File: src/design/saob_pkg.sv
// ----------------------------------------------------------------------------
// saob_pkg: shared types and constants for the straight-alpha over blend
// widths of the divider datapath, rounding constants and pipeline depths
// ----------------------------------------------------------------------------
package saob_pkg;

  localparam int ChanCount  = 3;
  localparam int NumW       = 25;
  localparam int DenW       = 16;
  localparam int RemW       = 24;
  localparam int DivSteps   = 8;
  localparam int DivLat     = DivSteps + 1;
  localparam int FrontLat   = 5;
  localparam int Stages     = FrontLat + DivLat + 1;
  localparam int RecipShift = 23;

  localparam logic [7:0]  Full  = 8'd255;
  localparam logic [7:0]  Round = 8'd127;
  localparam logic [15:0] Recip = 16'd32897;

  typedef logic [ChanCount-1:0][7:0] col_t;

  typedef struct packed {
    logic [7:0] alpha;
    col_t       col;
  } pix_t;

  typedef struct packed {
    pix_t       dst;
    logic [7:0] oa;
    logic       pass;
    logic       zero;
  } side_t;

  // rounded v / 255 through a reciprocal, exact for v up to 255 * 255
  function automatic logic [7:0] div255_round(input logic [15:0] v);
    logic [16:0] x;
    logic [32:0] prod;
    x    = 17'(v) + 17'(Round);
    prod = 33'(x) * 33'(Recip);
    return prod[RecipShift+7:RecipShift];
  endfunction

endpackage

File: src/design/saob_div.sv
// ----------------------------------------------------------------------------
// saob_div: pipelined restoring divider, one quotient bit per stage
// saturating 8-bit quotient; one overflow check stage then eight steps
// ----------------------------------------------------------------------------
module saob_div (
  input  logic                       clk_i,
  input  logic                       en_i,
  input  logic [saob_pkg::NumW-1:0]  num_i,
  input  logic [saob_pkg::DenW-1:0]  den_i,
  output logic [7:0]                 quo_o
);

  localparam int Steps = saob_pkg::DivSteps;
  localparam int RemW  = saob_pkg::RemW;
  localparam int DenW  = saob_pkg::DenW;

  logic            sat_q [Steps+1];
  logic [RemW-1:0] rem_q [Steps+1];
  logic [DenW-1:0] den_q [Steps+1];
  logic [7:0]      quo_q [Steps+1];

  // quotient of 256 or more saturates
  always_ff @(posedge clk_i) begin
    if (en_i) begin
      sat_q[0] <= num_i >= {1'b0, den_i, 8'h00};
      rem_q[0] <= num_i[RemW-1:0];
      den_q[0] <= den_i;
      quo_q[0] <= '0;
    end
  end

  for (genvar k = 1; k <= Steps; k++) begin : g_step
    localparam int Bit = Steps - k;
    logic [RemW-1:0] sub;
    logic            ge;
    logic [7:0]      quo_nx;

    always_comb begin
      sub         = RemW'(den_q[k-1]) << Bit;
      ge          = rem_q[k-1] >= sub;
      quo_nx      = quo_q[k-1];
      quo_nx[Bit] = ge;
    end

    always_ff @(posedge clk_i) begin
      if (en_i) begin
        sat_q[k] <= sat_q[k-1];
        den_q[k] <= den_q[k-1];
        rem_q[k] <= ge ? rem_q[k-1] - sub : rem_q[k-1];
        quo_q[k] <= quo_nx;
      end
    end
  end

  assign quo_o = sat_q[Steps] ? 8'hFF : quo_q[Steps];

endmodule

File: config.mk
export PLATFORM = sky130hd
export DESIGN_NAME = saob_div
export DESIGN_NICKNAME = d
export VERILOG_FILES = /design/src/design/saob_pkg.sv /design/src/design/saob_div.sv
export SDC_FILE = /design/constraint.sdc
export NUM_CORES = 1
export LEC_CHECK = 0
export ABC_AREA = 1
export BUFFER_PORTS_ARGS = -buffer_cell sky130_fd_sc_hd__buf_4
export CORE_UTILIZATION = 60
export DETAILED_ROUTE_END_ITERATION = 10
export PLACE_DENSITY = 0.73
export SKIP_CTS_REPAIR_TIMING = 1
export SYNTH_ARGS = -nofsm -noshare
export SYNTH_HDL_FRONTEND = slang
export SYNTH_SLANG_ARGS = --single-unit
export TNS_END_PERCENT = 1
File: constraint.sdc
create_clock -name clk_i -period 2.5 [get_ports clk_i]
set_clock_uncertainty 0.1 [all_clocks]
set_input_delay 0.375 -clock clk_i [delete_from_list [all_inputs] [get_ports clk_i]]
set_output_delay 0.375 -clock clk_i [all_outputs]
set_load 0.005 [all_outputs]
## After elaboration in Yosys (flattened, before gate mapping)

Memory sizes are Yosys's and may differ from the RTL's.
Cells that the tools add are included.

- Memories kept: 4
- Input bits: 43
- Flip-flop bits (word level): 0
- Word-level logic and storage cells: 32
- Memory bits (writable): 441

- Add/subtract/negate cells: 8
- Muxes and demuxes: 11
- $lt $le $gt $ge: 9

Memory list:

| memory | depth | bits a word | read ports | clocked after memory_dff | write ports | line | source |
|---|---|---|---|---|---|---|---|
| rem_q | 9 | 24 | 8 | 0 | 9 | saob_div.sv:18 | `logic [RemW-1:0] rem_q [Steps+1];` |
| den_q | 9 | 16 | 8 | 0 | 9 | saob_div.sv:19 | `logic [DenW-1:0] den_q [Steps+1];` |
| quo_q | 9 | 8 | 9 | 0 | 9 | saob_div.sv:20 | `logic [7:0] quo_q [Steps+1];` |
| sat_q | 9 | 1 | 9 | 0 | 9 | saob_div.sv:17 | `logic sat_q [Steps+1];` |

Operators with widths:

| kind | number |
|---|---|
| $mux 24 | 8 |
| $ge 25x24->1 | 1 |
| $ge 24x16->1 | 1 |
| $ge 24x17->1 | 1 |
| $ge 24x18->1 | 1 |
| $ge 24x19->1 | 1 |
| $ge 24x20->1 | 1 |
| $ge 24x21->1 | 1 |
| $ge 24x22->1 | 1 |
| $ge 24x23->1 | 1 |
| $sub 24x16->24 | 1 |
| $sub 24x17->24 | 1 |
| $sub 24x18->24 | 1 |
| $sub 24x19->24 | 1 |
| $sub 24x20->24 | 1 |
| $sub 24x21->24 | 1 |
| $sub 24x22->24 | 1 |
| $sub 24x23->24 | 1 |
| $mux 8 | 1 |
| $mux 1 | 2 |

## Depth between registers and ports, before layout

Gate-level depths: netlist of the first run.
An unclocked memory read counts as a cell.

- Word-level depth: 3
- Depth in mapped cells: 14
- Depth with buffers taken out: 14

## Least setup slack after synthesis of the first run

Ideal clock, no wire load.

- Kind: reg-to-reg
- Start: memory rem_q[5][2] (netlist: rem_q[0][122])
- End: memory rem_q[6][22] (netlist: rem_q[0][166]), data pin
- Setup slack: 0.243 ns
- Library setup time: 0.256 ns
- Clock period less this slack: 2.257 ns
- Arrival time: 1.901 ns
- Required time: 2.144 ns
- Path buffers: 1
- Cell stages (with the launch flop): 14
- Cells stage by stage: edfxtp_1 > inv_1 > ha_1 > inv_1 > fa_1 > nand3_1 > nand3_2 > nand2_1 > nand2_1 > nand2_1 > nand3_2 > nor2_4 > buf_6 > a21oi_1

RTL lines:

| what | line |
|---|---|
| start: declaration | saob_div.sv:18 |

==> results list, run 1 <==
* Gr usage total: 0.342
- The tool flagged a number of max-cap violations equal to 0.
- For this block, the initial DRC count from the detailed router was 1160.
- Synthesis handed over a netlist of 2818 instances.
* CTS tree: built
- After synthesis the netlist holds a flip-flop and latch count of 365.
- Core area: 37700 um2
* Post-synthesis cell type count: 44
- The detail route stage leaves a number of antenna-violating nets equal to 0.
- Share of the yosys chip area belonging to registers: 0.476
* Commonest cells in the synthesized netlist: 1059 x sky130_fd_sc_hd__nand2_1, 516 x sky130_fd_sc_hd__inv_1, 365 x sky130_fd_sc_hd__edfxtp_1
- In this run the power density over the cells is 976 nW/um2.
- The final layout contains routed wiring with a total length of 68500 um.
- The floorplan step set the die width to 198 um.
- Initial core utilization: 0.611
* Post-Place Worst Slack: -165 ps
* Insertion delay to the later sink of the worst-skew pair: 580 ps
- Of the total power, combinational logic draws 0.413.
- Post-synth top area share: 0.476
- Area of the multi-input gates: 9980 um2
- Clk Tree Root Cell: sky130_fd_sc_hd__clkbuf_16
- DR DRC count: 0
- Warning count from the yosys run: 0
- I/O pin total: 51
- The final count of hold timing violations was 0.
- Antenna violations before repair: 1
* Number of synthesized flops with an enable pin: 365
- Final core utilization: 0.696
- IR analysis of the VDD net gives a maximum drop of 0.000600 V.
- After the last flow step, the layout net total stands at 3185.
* Internal: 0.0154 W
- Via density per instance: 5.49
- Of the total power, the share spent switching nets is 0.399.
* Lkg Pwr: 12.8 nW
- Ys flop type: sky130_fd_sc_hd__edfxtp_1
- The count of buffers added on input and output ports is 50.
- After clock tree synthesis, the clock-pin slew on the worst setup and hold paths is 70 ps.
- From synthesis to final layout, the design area changed by 13.9%.
- Register share of total power: 0.354
* Inserted Clock Buffers: 40
- On the final layout, the worst hold slack is 151 ps.
- The first global-routing pass estimated 100000 um of wire.
- Counting flops with an async set or reset pin after synthesis yields a share of 0.
- The worst setup path is launched from a flip-flop.
- Worst setup path endpoint: rem_q[0][70]
- Maximum number of pins on one net before global-route repair: 62
- Summed over all nets, the half-perimeter wirelength after detailed placement is 50400 um.
- Of the total power, the clock network draws 0.233.
- The number of cells on the worst reg-to-reg path is 14.
- Die height: 198 um
- F_max: 374 MHz
- At the worst endpoint, the arrival time is 2910 ps.
- First-pass iteration count of the detailed router: 6
- The number of nets handed over by synthesis was 3012.
* Slew HR: 0.547
- The worst setup path is of the flip-flop to flip-flop kind.
- Count of clock tree sinks: 365
- Setup repair after global routing could not meet its margin everywhere.
* Seq. cell area: 11000 um2
* Mapped cell area: 23000 um2
* Area of all placed cells without fillers: 26200 um2
- Minimum setup slack among reg-to-reg paths: -170 ps
* Power spent charging and discharging nets: 0.0102 W
- The routed layout has 19.4k vias.
- Status: complete, but fails checks
* Overall power: 0.0256 W
- In the final layout, the share of cells above drive strength 1 is 0.103.
- Cells taking the most area after synthesis: sky130_fd_sc_hd__edfxtp_1 48%, sky130_fd_sc_hd__nand2_1 17%, sky130_fd_sc_hd__inv_1 8.4%
- Average footprint of a synthesized cell: 8.16 um2
- Reg2Reg Capture Point: rem_q[0][70]
- Cell Area, Placed: 24400 um2
- The biggest area contributor in the post-synthesis netlist is sky130_fd_sc_hd__edfxtp_1.
* Count of standard-cell rows: 71
- Start point of the critical path: rem_q[0][30]
- The checks that failed: negative setup slack.
* Per-cell routed wire length: 19.4 um
- Data required time at the worst endpoint: 2730 ps
- Post-route worst setup slack: -173 ps
- Of the available clock period, the critical path in the final layout requires 1.07.
- In this run the number of H-tree levels came out at 2.
* Area of the die: 39100 um2
- Top fanout value on the critical path: 5
- The startpoint identified for the worst register-to-register timing path is rem_q[0][30].
- The total overflow left after global routing is 0.
* Worst Setup End Kind: flip-flop
* Gpl congestion: 1.03
- Class of the worst hold path: primary input to flip-flop
- Most numerous cell in the Yosys netlist: sky130_fd_sc_hd__nand2_1
* Filler Cells Inserted: 2876
- Vias in the first global route: 19.6k
* Worst Tran Pin Value: 679 ps
* Final-report setup violation count: 6
- Subtracting the final worst setup slack from the clock period gives 2670 ps.
- The count of pins over their slew limit was 0.
- The clock passes through at most 3 buffers.
[registers in the layout, summed over array words and instances, names as in the netlist]
signal,count
den_q,128
rem_q,192
quo_q,36
sat_q,9
[routing by layer]
layer	routed length (um)	GRT usage
met1	21200	0.286
met2	37800	0.694
met3	3100	0.0467
met4	6460	0.281
met5	0	0
[worst max-delay path: stages, from the launching register on]
cell and delay [ps]:
sky130_fd_sc_hd__edfxtp_1 380, sky130_fd_sc_hd__inv_1 140, sky130_fd_sc_hd__ha_1 170, sky130_fd_sc_hd__inv_1 110, sky130_fd_sc_hd__fa_2 480, sky130_fd_sc_hd__nand3_1 260
sky130_fd_sc_hd__nand3_2 200, sky130_fd_sc_hd__nand2_1 100, sky130_fd_sc_hd__nand2_1 90, sky130_fd_sc_hd__nand3b_1 140, sky130_fd_sc_hd__nand2_1 60, sky130_fd_sc_hd__nand2_1 50
sky130_fd_sc_hd__nand2_1 50, sky130_fd_sc_hd__nand2_1 50, sky130_fd_sc_hd__inv_1 30
[metrics by stage]
step,cells,TNS (ps)
after floorplan,2818,0
after global routing,3532,-1640
final,3533,-442
after CTS,3488,-2860
after global placement,3416,-1160
after detailed placement,3416,-2340
[power by group through the flow]
stage	Sequential [W]	Clock (W)	Combinational, W
5_1_grt	0.00914	0.00617	0.0118
4_1_cts	0.00902	0.00596	0.0102
2_1_floorplan	0.00885	0	0.00723
6_report	0.00906	0.00596	0.0106
3_3_place_gp	0.00911	0	0.00986
3_5_place_dp	0.00914	0	0.0101
[area by class of cell]
class                      count  share of cell area
antenna                        1           0.0000955
clock buffer                  48              0.0410
clock inverter                24             0.00854
inverter                     530              0.0759
multi-input combinational   1905               0.381
sequential                   365               0.418
tap                          511              0.0244
timing repair buffer         149              0.0514
[cells in the final DEF (no fill, tap or decap), types with 17 or more instances in the layout]
cell	instances
sky130_fd_sc_hd__edfxtp_1	365
sky130_fd_sc_hd__o21ai_0	18
sky130_fd_sc_hd__nor2_1	183
sky130_fd_sc_hd__a21oi_1	80
sky130_fd_sc_hd__ha_1	139
sky130_fd_sc_hd__dlygate4sd3_1	40
sky130_fd_sc_hd__nand2_1	1054
sky130_fd_sc_hd__buf_4	97
sky130_fd_sc_hd__a21oi_2	17
sky130_fd_sc_hd__clkbuf_16	42
sky130_fd_sc_hd__xor2_1	50
sky130_fd_sc_hd__nor3_1	20
sky130_fd_sc_hd__nand3_1	156
sky130_fd_sc_hd__nand4_1	31
sky130_fd_sc_hd__inv_1	515
sky130_fd_sc_hd__nand2_2	30
[kinds of logic after synthesis]
logic type,count (synthesis),share of synthesized area
AOI/OAI and AO/OA,138,0.0363
and+or+nand+nor,1553,0.284
buffers and inverters,549,0.0949
adders and majority gates,151,0.0844
DFF,365,0.476
xor gates and xnor gates,62,0.0236
[worst min path at each step]
stage	startpoint	end	slack [ps]	depth (start not counted)
after detailed placement	quo_q[0][23]	quo_q[0][31]	310	0
after global routing	en_i	rem_q[0][15]	160	1
after floorplan	quo_q[0][15]	quo_q[0][23]	300	0
final	en_i	den_q[0][31]	150	1
after global placement	sat_q[0][6]	sat_q[0][7]	300	0
after CTS	den_i[5]	den_q[0][5]	-130	1
Power figures use the tool's default switching activity.
==> inputs of run 2 (changes only) <==
--- a/config.mk
+++ b/config.mk
@@ -9,6 +9,7 @@
 export BUFFER_PORTS_ARGS = -buffer_cell sky130_fd_sc_hd__buf_4
 export CORE_UTILIZATION = 60
 export DETAILED_ROUTE_END_ITERATION = 10
+export GPL_TIMING_DRIVEN = 0
 export PLACE_DENSITY = 0.73
 export SKIP_CTS_REPAIR_TIMING = 1
 export SYNTH_ARGS = -nofsm -noshare
==> run 2 against run 1 <==
Global-route usage decreased by 1.4 points. Via count down 1.6%. Wire length down 3.0%. Hold slack improved by 170 ps. The run still ends with negative setup slack left. Cell area down 0.17%. Die area unchanged. Sequential power about the same.
==> results list, run 2 (synthesized netlist as in run 1, its figures left out) <==
- Reported max-cap violation count: 0
- Post-route worst setup slack: -349 ps
- Final core utilization: 0.695
* Share of power burned in the clock network: 0.245
- The congestion estimate from routability-driven global placement came to 1.01.
- The initial utilization of the core area, before any placement, comes to 0.611.
- Number of hold-slack violations in the final timing report: 0
* Worst Tran Pin Value: 913 ps
- F_max: 351 MHz
- Global routing finished with a remaining overflow of 0.
- Class of the worst hold path: flip-flop to flip-flop
- # diodes: 0
- Worst Setup End Kind: flip-flop
* H-tree level count: 2
- Clock tree synthesis inserted a total of 40 buffers.
- The register with the most flip-flops in the layout has 192 of them.
- Register containing the most flip-flops in the final layout: rem_q
- The run finished, with violations left.
* Switching Share: 0.393
- Global-route wire length before repair: 96100 um
* Internal: 0.0156 W
- The final layout contains 3153 nets.
- The library cell used most frequently in the layout, excluding fill and tap cells, is sky130_fd_sc_hd__nand2_1.
- Crit Path Class: flip-flop to flip-flop
- After detailed routing, the total wire length is 66500 um.
- Antenna violations before repair: 1
* Per-cell routed wire length: 19.0 um
* Register share of total power: 0.351
- Area delta synth->final: 13.8%
* Via density per instance: 5.46
- Gr usage total: 0.328
- Cell Area, Placed: 24100 um2
* Vias in the first global route: 19.1k
- Along the worst path, the maximum fanout reaches 10.
* Leading cell types in the layout, fill and taps excluded: 1050 x sky130_fd_sc_hd__nand2_1, 513 x sky130_fd_sc_hd__inv_1, 365 x sky130_fd_sc_hd__edfxtp_1, 181 x sky130_fd_sc_hd__nor2_1, 153 x sky130_fd_sc_hd__nand3_1
- Peak supply drop: 0.000804 V
- DRC marker count from the first detailed-route iteration: 1322
- CTS tree: built
- The smallest clock period supported by the final layout is computed as 2850 ps.
- RSZ-0062 raised after global routing: true
- The worst setup path is launched from a flip-flop.
* Data required time at the worst endpoint: 2720 ps
* Worst-path clk slew: 60 ps
- Slew HR: 0.391
- Once detail routing completed, the nets flagged for antenna violations numbered 0.
- Lkg Pwr: 12.7 nW
- Final period util: 1.14
- First-pass iteration count of the detailed router: 5
- The floorplan step set the die height to 198 um.
- Entering global routing, the biggest net connects 127 pins.
- Post-route worst hold slack: 316 ps
* Core area: 37700 um2
* DR DRC count: 0
- Number of pins exceeding their max-slew limit in the final report: 0
- Failing checks: negative setup slack
- Count of standard-cell rows: 71
* Insertion delay to the later sink of the worst-skew pair: 580 ps
* Share of total power in combinational logic: 0.404
- Buffers placed on the I/O ports in this run total 50.
- The tree is rooted in a sky130_fd_sc_hd__clkbuf_16.
* DPL Wire Length: 48600 um
- Count of clock tree sinks: 365
- Power spent charging and discharging nets: 0.0101 W
- Final-report setup violation count: 20
- Arrival time at the worst endpoint: 3070 ps
* I/O pin total: 51
- Vias post-DR: 19.1k
- The longest clock path from root to sink contains 3 buffers.
- Fraction of layout cells with a size suffix above 1: 0.101
* Area of the die: 39100 um2
- Power density over the cells: 983 nW/um2
* Width of the die: 198 um
* Area of all placed cells without fillers: 26200 um2
- Largest registers: rem_q (192), den_q (128), quo_q (36)
## run 2: cell count changes in the layout (fill, tap and decap cells not counted), moves of 4 or more
cell | before | now
sky130_fd_sc_hd__buf_4 | 97 | 59
sky130_fd_sc_hd__buf_12 | 9 | 0
sky130_fd_sc_hd__ha_1 | 139 | 131
sky130_fd_sc_hd__buf_6 | 2 | 9
sky130_fd_sc_hd__buf_8 | 1 | 6
sky130_fd_sc_hd__ha_4 | 0 | 5
sky130_fd_sc_hd__bufinv_16 | 3 | 7
sky130_fd_sc_hd__nand2_1 | 1054 | 1050
## run 2: power groups by stage
stage / Sequential, W / Clock (W) / Combinational [W]
after global routing: 0.00913 / 0.00656 / 0.0116
after detailed placement: 0.00911 / 0 / 0.00990
after floorplan: 0.00885 / 0 / 0.00723
after global placement: 0.00908 / 0 / 0.00967
final: 0.00903 / 0.00630 / 0.0104
after CTS: 0.00899 / 0.00632 / 0.00999
## run 2: layout make-up
type | count | area [um2]
clock buffer | 45 | 1060
tap | 511 | 639
buffer | 19 | 211
clock inverter | 26 | 327
multi-input combinational | 1904 | 10100
inverter | 530 | 1990
timing repair buffer | 99 | 891
fill | 2922 | 11500
sequential | 365 | 11000
## run 2: per-stage QoR
step / total power [W] / std cells / setup slack, ps / TNS [ps]
2_1_floorplan: 0.0161 / 2818 / 243 / 0
3_3_place_gp: 0.0188 / 3379 / -1630 / -583620
3_5_place_dp: 0.0190 / 3381 / -270 / -5960
4_1_cts: 0.0253 / 3452 / -303 / -7630
5_1_grt: 0.0273 / 3499 / -375 / -5520
6_report: 0.0257 / 3499 / -349 / -4540
## run 2: critical path, cell delays in order, from the launching register on
cell,delay (ps)
sky130_fd_sc_hd__edfxtp_1,420
sky130_fd_sc_hd__inv_1,280
sky130_fd_sc_hd__ha_4,310
sky130_fd_sc_hd__nand2_1,260
sky130_fd_sc_hd__nor2_2,90
sky130_fd_sc_hd__and2_1,170
sky130_fd_sc_hd__and2_4,140
sky130_fd_sc_hd__o21ai_4,270
sky130_fd_sc_hd__nand2_4,180
sky130_fd_sc_hd__buf_6,190
sky130_fd_sc_hd__nand2_1,100
sky130_fd_sc_hd__nand2_1,60
## run 2: path summary, 6_finish.rpt
path | startpoint | end | slack, ps | cells after the start
min reg2reg | quo_q[0][37] | quo_q[0][45] | 320 | 0
min | quo_q[0][37] | quo_q[0][45] | 320 | 0
max reg2reg | den_q[0][2] | rem_q[0][43] | -350 | 11
max | den_q[0][2] | rem_q[0][43] | -350 | 11
## run 2: per-layer routing
metal	GRT usage	wire length, um	vias up
met2	0.659	36200	778
met4	0.283	6570	0
met1	0.273	20600	8733
met3	0.0472	3050	345
li1	-	-	9232
met5	0	0	-
==> inputs of run 3 (changes only) <==
--- a/config.mk
+++ b/config.mk
@@ -11,6 +11,7 @@
 export DETAILED_ROUTE_END_ITERATION = 10
 export GPL_TIMING_DRIVEN = 0
 export PLACE_DENSITY = 0.73
+export RECOVER_POWER = 50
 export SKIP_CTS_REPAIR_TIMING = 1
 export SYNTH_ARGS = -nofsm -noshare
 export SYNTH_HDL_FRONTEND = slang
==> constraint.sdc (replaced) <==
create_clock -name clk_i -period 2.5 [get_ports clk_i]
set_clock_uncertainty 0.1 [all_clocks]
set_input_delay 0.5 -clock clk_i [delete_from_list [all_inputs] [get_ports clk_i]]
set_output_delay 0.5 -clock clk_i [all_outputs]
set_load 0.005 [all_outputs]
==> run 3 against run 2 <==
The flow finishes with violations (max-capacitance violations, max-slew violations, negative setup slack). Critical path depth is 2 higher. Hold slack worse by 290 ps. Wire length down 2.8%. Total power is 0.50% lower. Setup slack improved by 180 ps. Cell count decreased by 0.80%. Fmax up 6.6%. Clock-buffer cell count did not move. Register-to-register slack gained 180 ps.
==> results list, run 3 (synthesized netlist as in run 1, its figures left out) <==
- The flow ran to the end, but the final reports show violations.
- Failing checks: max-capacitance violations, max-slew violations, negative setup slack
- In the post-route analysis, the smallest setup slack over all paths is -174 ps.
* Top fanout value on the critical path: 10
- # diodes: 0
* Insertion delay to the later sink of the worst-skew pair: 580 ps
* Area of the die: 39100 um2
- For this design the ratio of total power to cell area is 992 nW/um2.
- Via density per instance: 5.44
- Number of buffers on the longest clock path: 3
* Lkg Pwr: 12.5 nW
- Switching Share: 0.392
- The top cell types in the final layout, fill and taps aside, are 1050 x sky130_fd_sc_hd__nand2_1, 513 x sky130_fd_sc_hd__inv_1, 365 x sky130_fd_sc_hd__edfxtp_1, 181 x sky130_fd_sc_hd__nor2_1, 153 x sky130_fd_sc_hd__nand3_1.
* Per-cell routed wire length: 18.6 um
- The count of buffers added on input and output ports is 50.
- TritonCTS built the clock tree.
- Data required time at the worst endpoint: 2710 ps
- Detailed placement ended at an HPWL of 48600 um.
- Arrival time at the worst endpoint: 2890 ps
- Commonest non-fill, non-tap cell in the layout: sky130_fd_sc_hd__nand2_1
* Aggregate routed wire length: 64600 um
- Setup repair after global routing could not meet its margin everywhere.
- The initial utilization of the core area, before any placement, comes to 0.611.
- In this run, CTS created clock tree buffers numbering 40.
* Width of the die: 198 um
- The most critical setup path has its startpoint at den_q[0][3].
* Ordered cell list for the critical path: inv_1, ha_4, nand2_2, inv_1, nand2_2, nand2_1, nand2_1, nand3_2, o21ai_4, nand2_4, buf_6, nand2_1, nand2_1
- Register containing the most flip-flops in the final layout: rem_q
- Counting every sink on the clock net gives 365.
- Largest registers: rem_q (192), den_q (128), quo_q (36)
- Internal: 0.0156 W
* Fraction of layout cells with a size suffix above 1: 0.0963
* # nets final: 3125
* Number of pins exceeding their max-slew limit in the final report: 117
- Summing all multi-input logic gate instances after layout gives 10100 um2.
- For flop-to-flop paths, the worst setup slack is -170 ps.
* Seq. cell area: 11000 um2
- The first detailed-routing pass ran for 5 iterations.
* H-tree level count: 2
* Core area: 37700 um2
- Antenna violations before repair: 1
- Summing internal, switching and leakage power gives 0.0256 W.
* Cell depth of the worst min-delay path: 1
- The area growth from synthesis to layout is 12.2%.
* Reported max-cap violation count: 1
- The share of total power dissipated in sequential elements is 0.352.
- In this design, the stage delay of the slowest critical-path cell is 430 ps.
- Gpl congestion: 1.01
- For the worst flop-to-flop path, the logic depth is 13.
* Peak supply drop: 0.000737 V
- Share of power burned in the clock network: 0.246
* Power spent charging and discharging nets: 0.0100 W
- The number of global-route vias before repair came to 19.1k.
- Cell mode on critical path: sky130_fd_sc_hd__nand2_1
- Share of total power in combinational logic: 0.402
- Count of standard-cell rows: 71
- The startpoint identified for the worst register-to-register timing path is den_q[0][3].
- 51 I/O pins were placed.
* Grt ovf: 0
* Reg2Reg Capture Point: rem_q[0][43]
* DR DRC count: 0
- On the final layout, the worst hold slack is 21.5 ps.
- DRC marker count from the first detailed-route iteration: 1244
- Setup violations remaining at the end of the flow were counted as 14.
- The root buffer cell chosen for the clock tree is sky130_fd_sc_hd__clkbuf_16.
- STA classifies the critical path startpoint as a flip-flop.
- Final period util: 1.07
- The final count of hold timing violations was 0.
- Vias post-DR: 18.9k
* Minimum clock period after layout: 2670 ps
- Antenna-violating nets left: 0
- Slew HR: -0.0970
- The register with the most flip-flops in the layout has 192 of them.
- Static timing analysis puts the maximum clock frequency at 374 MHz.
- Worst setup path endpoint: rem_q[0][43]
- Global-route wire length before repair: 96100 um
* Filler Cells Inserted: 2997
* Gr usage total: 0.328
- The critical path in this run is classified as flip-flop to flip-flop.
* Maximum number of pins on one net before global-route repair: 127
- For the pin with the worst max-slew slack, the measured transition is 1650 ps.
- CP max stage cell: sky130_fd_sc_hd__edfxtp_1
- Worst-path clk slew: 70 ps
- Die height: 198 um
- Worst Setup End Kind: flip-flop
- Class of the worst hold path: primary input to flip-flop
[run 3: cell types whose count changed in the layout (fill, tap and decap cells not counted), sizes merged]
cell,change
buf,-40
clkbuf,+40
dlygate4sd3,-28
[run 3: metal layers]
metal / GRT usage / share of wire / vias to the layer above
met5: 0 / 0 / -
met4: 0.283 / 0.096 / 0
met3: 0.0472 / 0.042 / 335
met2: 0.659 / 0.55 / 728
met1: 0.273 / 0.31 / 8626
li1: - / - / 9181
[run 3: how the worst min path moves through the flow]
stage | start | endpoint | slack, ps
final | num_i[10] | rem_q[0][10] | 20
after global routing | num_i[9] | rem_q[0][9] | 20
after CTS | den_i[7] | den_q[0][7] | -10
after detailed placement | quo_q[0][37] | quo_q[0][45] | 300
after global placement | sat_q[0][2] | sat_q[0][3] | 300
after floorplan | quo_q[0][15] | quo_q[0][23] | 300
[run 3: layout make-up]
type	count	share of cell area
flip-flops and latches	365	0.425
multi-input cells	1904	0.391
repair buffers	71	0.0205
plain buffers	19	0.00819
clock buffers	45	0.0412
well taps	511	0.0248
inverters	530	0.0771
clock inverters	26	0.0127
[run 3: worst max-delay path: cells and delay by family, from the launching register on]
family                     cells  cell delay, ps
and+or+nand+nor                8             850
buffers and inverters          3             420
AOI/OAI and AO/OA              1             340
DFF                            1             430
adders and majority gates      1             250
[run 3: power by group through the flow]
stage	clock network [W]	logic [W]	registers (W)
floorplan	0	0.00723	0.00885
global placement	0	0.00967	0.00908
detailed placement	0	0.00990	0.00911
CTS	0.00632	0.00999	0.00899
global route	0.00654	0.0115	0.00913
finish	0.00629	0.0103	0.00902
[run 3: per-stage QoR]
stage | instances | setup TNS, ps | instance area (um2) | utilization | setup WS, ps
final | 3471 | -1440 | 25800 | 0.685 | -174
after detailed placement | 3381 | -6080 | 24100 | 0.639 | -270
after CTS | 3452 | -7630 | 25500 | 0.676 | -303
after global routing | 3471 | -2810 | 25800 | 0.685 | -217
after global placement | 3379 | -629370 | 24000 | 0.638 | -1760
after floorplan | 2818 | 0 | 23000 | - | 243
